--- config.mk ---
export PLATFORM = sky130hd
export DESIGN_NAME = http_get_request_screener_core
export DESIGN_NICKNAME = d
export VERILOG_FILES = /design/src/sv/hgrs_pkg.sv /design/src/sv/hgrs_term_match.sv /design/src/sv/hgrs_path_scan.sv /design/src/sv/http_get_request_screener_core.sv
export SDC_FILE = /design/constraint.sdc
export NUM_CORES = 1
export LEC_CHECK = 0
export BUFFER_PORTS_ARGS = -buffer_cell sky130_fd_sc_hd__buf_2
export CAP_MARGIN = 20
export CELL_PAD_IN_SITES_DETAIL_PLACEMENT = 1
export CELL_PAD_IN_SITES_GLOBAL_PLACEMENT = 1
export CORE_MARGIN = 4
export CORE_UTILIZATION = 40
export DETAILED_ROUTE_END_ITERATION = 8
export PLACE_DENSITY_LB_ADDON = 0.1
export SETUP_SLACK_MARGIN = 0.02
export SLEW_MARGIN = 20
export SYNTH_ARGS = -nofsm -noshare
export SYNTH_HDL_FRONTEND = slang
export SYNTH_SLANG_ARGS = --single-unit
--- constraint.sdc ---
create_clock -name clk_i -period 6.1 [get_ports clk_i]
set_input_delay 0.305 -clock clk_i [delete_from_list [all_inputs] [get_ports clk_i]]
set_output_delay 0.305 -clock clk_i [all_outputs]
set_load 0.1 [all_outputs]
--- src/sv/hgrs_pkg.sv ---
// ----------------------------------------------------------------------------
// hgrs_pkg
// Shared types, character codes and helpers for the GET request screener.
// ----------------------------------------------------------------------------
package hgrs_pkg;

  localparam int unsigned POS_BITS   = 16;
  localparam int unsigned WIN_BITS   = 16;
  localparam int unsigned DEPTH_BITS = 16;
  localparam int unsigned LEN_BITS   = 16;

  localparam logic [POS_BITS-1:0]   POS_MAX      = {POS_BITS{1'b1}};
  localparam logic [DEPTH_BITS-1:0] DEPTH_MAX    = {DEPTH_BITS{1'b1}};
  localparam logic [WIN_BITS-1:0]   WINDOW_RESET = WIN_BITS'(8192);
  localparam logic [POS_BITS-1:0]   PREFIX_LAST  = POS_BITS'(4);
  localparam logic [POS_BITS-1:0]   PREFIX_LEN   = POS_BITS'(5);

  localparam logic [7:0] CHAR_CR    = 8'h0D;
  localparam logic [7:0] CHAR_LF    = 8'h0A;
  localparam logic [7:0] CHAR_G     = 8'h47;
  localparam logic [7:0] CHAR_E     = 8'h45;
  localparam logic [7:0] CHAR_T     = 8'h54;
  localparam logic [7:0] CHAR_SPACE = 8'h20;
  localparam logic [7:0] CHAR_SLASH = 8'h2F;
  localparam logic [7:0] CHAR_DOT   = 8'h2E;

  typedef enum logic [3:0] {
    PHASE_PREFIX = 4'b0001,
    PHASE_PATH   = 4'b0010,
    PHASE_SPACE  = 4'b0100,
    PHASE_STOP   = 4'b1000
  } phase_e;

  typedef struct packed {
    logic                verdict;
    logic [LEN_BITS-1:0] path_length;
  } verdict_t;

  // Expected byte of the "GET /" prefix at a given position.
  function automatic logic [7:0] prefix_char(input logic [2:0] idx);
    logic [7:0] c;
    case (idx)
      3'd0:    c = CHAR_G;
      3'd1:    c = CHAR_E;
      3'd2:    c = CHAR_T;
      3'd3:    c = CHAR_SPACE;
      3'd4:    c = CHAR_SLASH;
      default: c = 8'h00;
    endcase
    return c;
  endfunction

endpackage

--- src/sv/hgrs_term_match.sv ---
// ----------------------------------------------------------------------------
// hgrs_term_match
// Tracks CR LF CR LF across bytes and flags the byte that completes it.
// ----------------------------------------------------------------------------
module hgrs_term_match
  import hgrs_pkg::*;
(
  input  logic       clk_i,
  input  logic       rst_ni,
  input  logic       step_i,
  input  logic [7:0] byte_i,
  output logic       done_o
);

  logic [1:0] prog_q, prog_d;
  logic [7:0] expected;
  logic       match;

  // Even progress expects CR, odd progress expects LF.
  assign expected = prog_q[0] ? CHAR_LF : CHAR_CR;
  assign match    = (byte_i == expected);
  assign done_o   = match && (prog_q == 2'd3);

  always_comb begin
    prog_d = prog_q;
    if (step_i) begin
      if (done_o) begin
        prog_d = 2'd0;
      end else if (match) begin
        prog_d = prog_q + 2'd1;
      end else if (byte_i == CHAR_CR) begin
        // restart on a stray CR with one byte already matched
        prog_d = 2'd1;
      end else begin
        prog_d = 2'd0;
      end
    end
  end

  always_ff @(posedge clk_i or negedge rst_ni) begin
    if (!rst_ni) begin
      prog_q <= 2'd0;
    end else begin
      prog_q <= prog_d;
    end
  end

endmodule

--- src/sv/hgrs_path_scan.sv ---
// ----------------------------------------------------------------------------
// hgrs_path_scan
// Checks the request prefix, scans the path depth and forms the verdict.
// ----------------------------------------------------------------------------
module hgrs_path_scan
  import hgrs_pkg::*;
(
  input  logic                clk_i,
  input  logic                rst_ni,
  input  logic                step_i,
  input  logic                done_i,
  input  logic [7:0]          byte_i,
  input  logic [WIN_BITS-1:0] window_limit_i,
  output verdict_t            verdict_o
);

  logic [POS_BITS-1:0]   pos_q, pos_d;
  logic [POS_BITS-1:0]   end_q, end_d;
  logic [DEPTH_BITS-1:0] depth_q, depth_d;
  logic [7:0]            recent_q [3];
  logic [7:0]            recent_d [3];
  phase_e                phase_q, phase_d;
  logic                  reject_q, reject_d;
  logic                  in_window;
  logic                  dotdot;
  logic [POS_BITS-1:0]   len_full;

  assign in_window = (32'(pos_q) < 32'(window_limit_i)) && (pos_q != POS_MAX);
  assign dotdot    = (recent_q[0] == CHAR_DOT) && (recent_q[1] == CHAR_DOT)
                  && (recent_q[2] == CHAR_SLASH);

  // Next state as if this byte were scanned; the verdict reads it directly.
  always_comb begin
    pos_d       = pos_q;
    end_d       = end_q;
    depth_d     = depth_q;
    recent_d[0] = recent_q[0];
    recent_d[1] = recent_q[1];
    recent_d[2] = recent_q[2];
    phase_d     = phase_q;
    reject_d    = reject_q;
    if (in_window) begin
      case (phase_q)
        PHASE_PREFIX: begin
          if (pos_q < PREFIX_LEN && byte_i != prefix_char(pos_q[2:0])) begin
            reject_d = 1'b1;
            phase_d  = PHASE_STOP;
          end else if (pos_q == PREFIX_LAST) begin
            phase_d = PHASE_PATH;
          end
        end
        PHASE_PATH: begin
          if (byte_i == CHAR_SPACE) begin
            phase_d = PHASE_SPACE;
            end_d   = pos_q;
          end else if (byte_i == CHAR_SLASH) begin
            if (dotdot) begin
              if (depth_q == '0) begin
                reject_d = 1'b1;
                phase_d  = PHASE_STOP;
              end else begin
                depth_d = depth_q - DEPTH_BITS'(1);
              end
            end else if (depth_q != DEPTH_MAX) begin
              depth_d = depth_q + DEPTH_BITS'(1);
            end
          end
        end
        default: begin
        end
      endcase
      recent_d[2] = recent_q[1];
      recent_d[1] = recent_q[0];
      recent_d[0] = byte_i;
      pos_d       = pos_q + POS_BITS'(1);
    end
  end

  assign len_full = end_d - PREFIX_LAST;

  always_comb begin
    if (reject_d || phase_d != PHASE_SPACE || end_d < PREFIX_LAST) begin
      verdict_o.verdict     = 1'b1;
      verdict_o.path_length = '0;
    end else begin
      verdict_o.verdict     = 1'b0;
      verdict_o.path_length = LEN_BITS'(len_full);
    end
  end

  always_ff @(posedge clk_i or negedge rst_ni) begin
    if (!rst_ni) begin
      pos_q       <= '0;
      end_q       <= '0;
      depth_q     <= '0;
      recent_q[0] <= '0;
      recent_q[1] <= '0;
      recent_q[2] <= '0;
      phase_q     <= PHASE_PREFIX;
      reject_q    <= 1'b0;
    end else if (step_i) begin
      if (done_i) begin
        // clear for the next request
        pos_q       <= '0;
        end_q       <= '0;
        depth_q     <= '0;
        recent_q[0] <= '0;
        recent_q[1] <= '0;
        recent_q[2] <= '0;
        phase_q     <= PHASE_PREFIX;
        reject_q    <= 1'b0;
      end else begin
        pos_q       <= pos_d;
        end_q       <= end_d;
        depth_q     <= depth_d;
        recent_q[0] <= recent_d[0];
        recent_q[1] <= recent_d[1];
        recent_q[2] <= recent_d[2];
        phase_q     <= phase_d;
        reject_q    <= reject_d;
      end
    end
  end

endmodule

--- src/sv/http_get_request_screener_core.sv ---
// Input bytes are registered in byte_q; verdicts are registered in result_q.
// Throughput: one byte per cycle unless the output stalls; the update of the
// scan state (position, depth, phase) and the terminator matcher sets this rate.
// Reset clears scan, matcher and valid state and loads window_limit with 8192.
// ----------------------------------------------------------------------------
// http_get_request_screener_core
// Screens a byte stream of HTTP requests and gives one verdict per request.
// ----------------------------------------------------------------------------
module http_get_request_screener_core
  import hgrs_pkg::*;
(
  input  logic                clk_i,
  input  logic                rst_ni,
  input  logic                cfg_we_i,
  input  logic [WIN_BITS-1:0] cfg_wdata_i,
  input  logic                in_valid_i,
  output logic                in_stall_o,
  input  logic [7:0]          request_byte_i,
  output logic                out_valid_o,
  input  logic                out_stall_i,
  output logic                verdict_o,
  output logic [LEN_BITS-1:0] path_length_o
);

  logic [WIN_BITS-1:0] window_q;
  logic                in_valid_q;
  logic [7:0]          byte_q;
  logic                out_valid_q;
  verdict_t            result_q;
  verdict_t            result;
  logic                out_free;
  logic                step;
  logic                done;

  assign out_free   = !out_valid_q || !out_stall_i;
  assign step       = in_valid_q && out_free;
  assign in_stall_o = in_valid_q && !out_free;

  hgrs_term_match u_term (
    .clk_i  (clk_i),
    .rst_ni (rst_ni),
    .step_i (step),
    .byte_i (byte_q),
    .done_o (done)
  );

  hgrs_path_scan u_scan (
    .clk_i          (clk_i),
    .rst_ni         (rst_ni),
    .step_i         (step),
    .done_i         (done),
    .byte_i         (byte_q),
    .window_limit_i (window_q),
    .verdict_o      (result)
  );

  always_ff @(posedge clk_i or negedge rst_ni) begin
    if (!rst_ni) begin
      window_q    <= WINDOW_RESET;
      in_valid_q  <= 1'b0;
      out_valid_q <= 1'b0;
    end else begin
      if (cfg_we_i) begin
        window_q <= cfg_wdata_i;
      end
      if (!in_stall_o) begin
        in_valid_q <= in_valid_i;
      end
      if (out_free) begin
        out_valid_q <= step && done;
      end
    end
  end

  always_ff @(posedge clk_i) begin
    if (in_valid_i && !in_stall_o) begin
      byte_q <= request_byte_i;
    end
    if (step && done) begin
      result_q <= result;
    end
  end

  assign out_valid_o   = out_valid_q;
  assign verdict_o     = result_q.verdict;
  assign path_length_o = result_q.path_length;

`ifndef SYNTHESIS
  a_reject_zero_len : assert property (@(posedge clk_i) disable iff (!rst_ni)
    out_valid_o && verdict_o |-> path_length_o == '0)
    else $error("rejected request carries a nonzero path length");

  a_hold_input : assert property (@(posedge clk_i) disable iff (!rst_ni)
    in_valid_q && out_valid_q && out_stall_i |-> in_stall_o)
    else $error("input taken while a byte waits on a stalled result");

  a_done_on_lf : assert property (@(posedge clk_i) disable iff (!rst_ni)
    step && done |-> byte_q == CHAR_LF)
    else $error("terminator completed on a byte other than LF");

  a_result_follows_done : assert property (@(posedge clk_i) disable iff (!rst_ni)
    $rose(out_valid_q) |-> $past(step && done))
    else $error("result raised without a completed terminator");
`endif

endmodule
==> flow_summary_export.csv <==
group,metric,value,unit
die,dieArea,19300,um2
final_layout,fin_area,7910,um2
worst_setup_path,crit_path_max_fanout,21,
synth,synth_top_area_cell,"dfrtp_1",
worst_setup_path,cp_top_family,"compound AO/OA/AOI/OAI gates",
worst_setup_path,critPathMaxStageDelay,0.54,ns
clock_network,cts-buffers-inserted,17,
pwr,p_leak,3.71,nW
final_layout,drive_gt1_frac,0.140,
clock_network,insertion_delay,0.42,ns
worst_hold_path,hp-class,"in -> reg",
synth,async_flop_share,0.795,
timing,hold_viol,0,
detailed_routing,drc,0,
synth,synth_most_common_cell,"dfrtp_1",
synth,synth_area,6860,um2
synth,seq_area_frac_synth,0.463,
pwr,irDropWorstVdd,0.000200,V
worst_setup_path,path_cells,"buf_4, ha_1, a211oi_1, o21ai_0, a211oi_1, o211a_1, nand2_1, buf_4, mux2i_1, ha_1, nand2_1, or2_2, nor3_1, mux2i_1, o211ai_4, a211oi_1",
timing,max_freq,0.214,GHz
final_layout,syn_to_final_growth,15.2,%
place,gp_congestion,0.836,
detailed_routing,dr.pass1.iters,4,
worst_setup_path,crit_top_cell,"a211oi_1",
timing,setup_viol,0,
die,core_area,16700,um2
clock_network,clockBufferDepth,2,
synth,synth-main-ff-cell,"dfrtp_1",
detailed_routing,wl,18100,um
synth,ys_types,67,
worst_setup_path,path_buf_inv,2,
clock_network,clkTransAtPathRegs,0.06,ns
global_route,antenna_found_initial,0,
synth,yosys.area.top_type_share,0.346,
synth,synth_cells,699,
synth,synth_edf_count,25,
place,port_buffers,47,
synth,synthTopCellsByCount,"dfrtp_1, nor2_1, nand2_1",
detailed_routing,final_antenna_net_count,0,
timing,worstMarginPinSlew,1.06,ns
place,place_hpwl,12800,um
worst_setup_path,critPathCaptureType,"flip-flop",
timing,layout_min_cycle_time,4.67,ns
worst_setup_path,critPathLaunchType,"flip-flop",
final_layout,fillers,1919,
synth,synth.avg_cell_area,9.82,um2
outcome,status,"complete, no violations",
synth,synth_fp_nets,765,
flow_run,drv_cap,0,
timing,rsz0062_at_grt,"no",
global_route,grt_max_degree,51,
final_layout,antennaDiodeCount,0,
detailed_routing,vias,5548,
synth,synthTopCellsByArea,"dfrtp_1, edfxtp_1, ha_1",
timing,skew,0.0115,ns
clock_network,cts_resized,0,
clock_network,cts_setup_buffers,0,
detailed_routing,via_per_inst,5.71,
global_route,overflow,0,
place,place_area,7290,um2
timing,relSlewSlack,0.293,
clock_network,htreeDepth,4,
timing,tns,0,ns
clock_network,cts_root_buffer,"clkbuf_16",
die,start_util,0.411,
worst_setup_path,cp.arrival,4.78,ns
global_route,grt_pass1_wl,30700,um
die,die_x,139,um
timing,drv_slew,0,
die,rows,47,
place,pre_cts_slack,1.43,ns
synth,yosysWarnings,0,
pwr,power_density,288,nW/um2
detailed_routing,wl_per_cell,18.6,um
global_route,grt_usage,0.195,
worst_setup_path,crit_slowest_cell,"o211ai_4",
synth,ys_ff_latch,122,
die,die_y,139,um
worst_setup_path,critPathRequiredTime,6.21,ns
timing,post-route-period-util,0.766,
die,io_pins,48,
final_layout,layout.nets,805,
clock_network,cts_tree,"built",
timing,fin_ws,1.43,ns
worst_setup_path,worst-setup-path-type,"reg -> reg",
clock_network,clkSinkCount,122,
global_route,grt_pass1_vias,5926,
detailed_routing,drtIter0Drc,223,
through the flow:
step	cells	power (mW)	hold slack (ns)	util
2_1_floorplan	699	1.15	0.00941	-
5_1_grt	972	2.39	0.0365	0.473
3_5_place_dp	939	1.26	0.370	0.436
3_3_place_gp	939	1.24	0.365	0.436
6_report	972	2.28	0.0562	0.473
4_1_cts	972	2.31	0.0339	0.473
cell type report:
class,instances,area (um2),share of cell area
clock inverters,8,120,0.0152
well taps,220,275,0.0348
inverters,30,113,0.0142
clock buffers,24,482,0.0609
multi-input cells,515,3450,0.436
repair buffers,53,285,0.0361
flip-flops and latches,122,3180,0.402
kinds of logic after synthesis:
logic type,count (synthesis),share of synthesized area
muxes,16,0.0241
AOI/OAI and AO/OA,168,0.181
and+or+nand+nor,262,0.187
adders and majority gates,37,0.0685
DFF,122,0.463
buffers and inverters,62,0.0359
xor gates and xnor gates,32,0.0408
report_power, final:
group          internal [mW]  switching [mW]
clock network          0.673           0.363
logic                  0.117           0.176
registers              0.882          0.0694
layer usage:
layer  track usage  wire [um]
met1         0.257       8470
met2         0.322       8690
met3        0.0486        664
met4        0.0510        279
met5             0          0
flip-flops by register name, summed over array words and instances (netlist names), 2 cells and up:
register	count
u_scan.end_q	16
u_term.prog_q	2
window_q	16
byte_q	8
u_scan.phase_q	4
u_scan.pos_q	16
path_length_o	16
u_scan.depth_q	16
u_scan.recent_q	24
worst paths after layout:
check                      depth (start not counted)  slack, ns              start                  to
setup / recovery                                  16       1.43    u_scan.pos_q[2]    path_length_o[9]
hold / removal                                     1       0.06  request_byte_i[1]           byte_q[1]
setup reg to reg                                  16       1.43    u_scan.pos_q[2]    path_length_o[9]
hold reg to reg                                    2       0.50   u_term.prog_q[1]    u_term.prog_q[1]
max in group asynchronous                          3       4.53             rst_ni  u_scan.depth_q[14]
min in group asynchronous                          2       0.45             rst_ni  u_scan.recent_q[1]
worst reg2reg max path: cells and delay by family (launching register included):
| kind | cells | cell delay, ns |
|---|---|---|
| adders and majority gates | 2 | 0.63 |
| muxes | 2 | 0.47 |
| DFF | 1 | 0.35 |
| buffers and inverters | 2 | 0.45 |
| AOI/OAI and AO/OA | 6 | 1.79 |
| and+or+nand+nor | 4 | 0.70 |
what timing repair did:
action | 4_1_cts | 5_1_grt
hold endpoints to repair | 47 | 0
hold buffers | 1 | 0
endpoints found under the setup margin | 0 | 0
cell usage in the layout (no fill, tap or decap), types with 7 or more instances in the layout:
master / synthesis / routed
dfrtp_1: 95 / 95
nand2_1: 71 / 71
nor2_1: 72 / 70
buf_2: 5 / 46
o21ai_0: 42 / 41
a22o_1: 39 / 39
ha_1: 36 / 36
inv_1: 30 / 30
xor2_1: 25 / 25
edfxtp_1: 25 / 25
nor3_1: 21 / 21
nand4_1: 19 / 19
a21oi_1: 17 / 17
clkbuf_16: 0 / 17
nand3_1: 12 / 12
mux2i_1: 12 / 12
a211oi_1: 11 / 11
nor4_1: 10 / 10
or3_1: 10 / 10
and3_1: 8 / 8
o211ai_1: 8 / 8
o31ai_1: 8 / 8
xnor2_1: 7 / 7
Power figures use the tool's default switching activity.
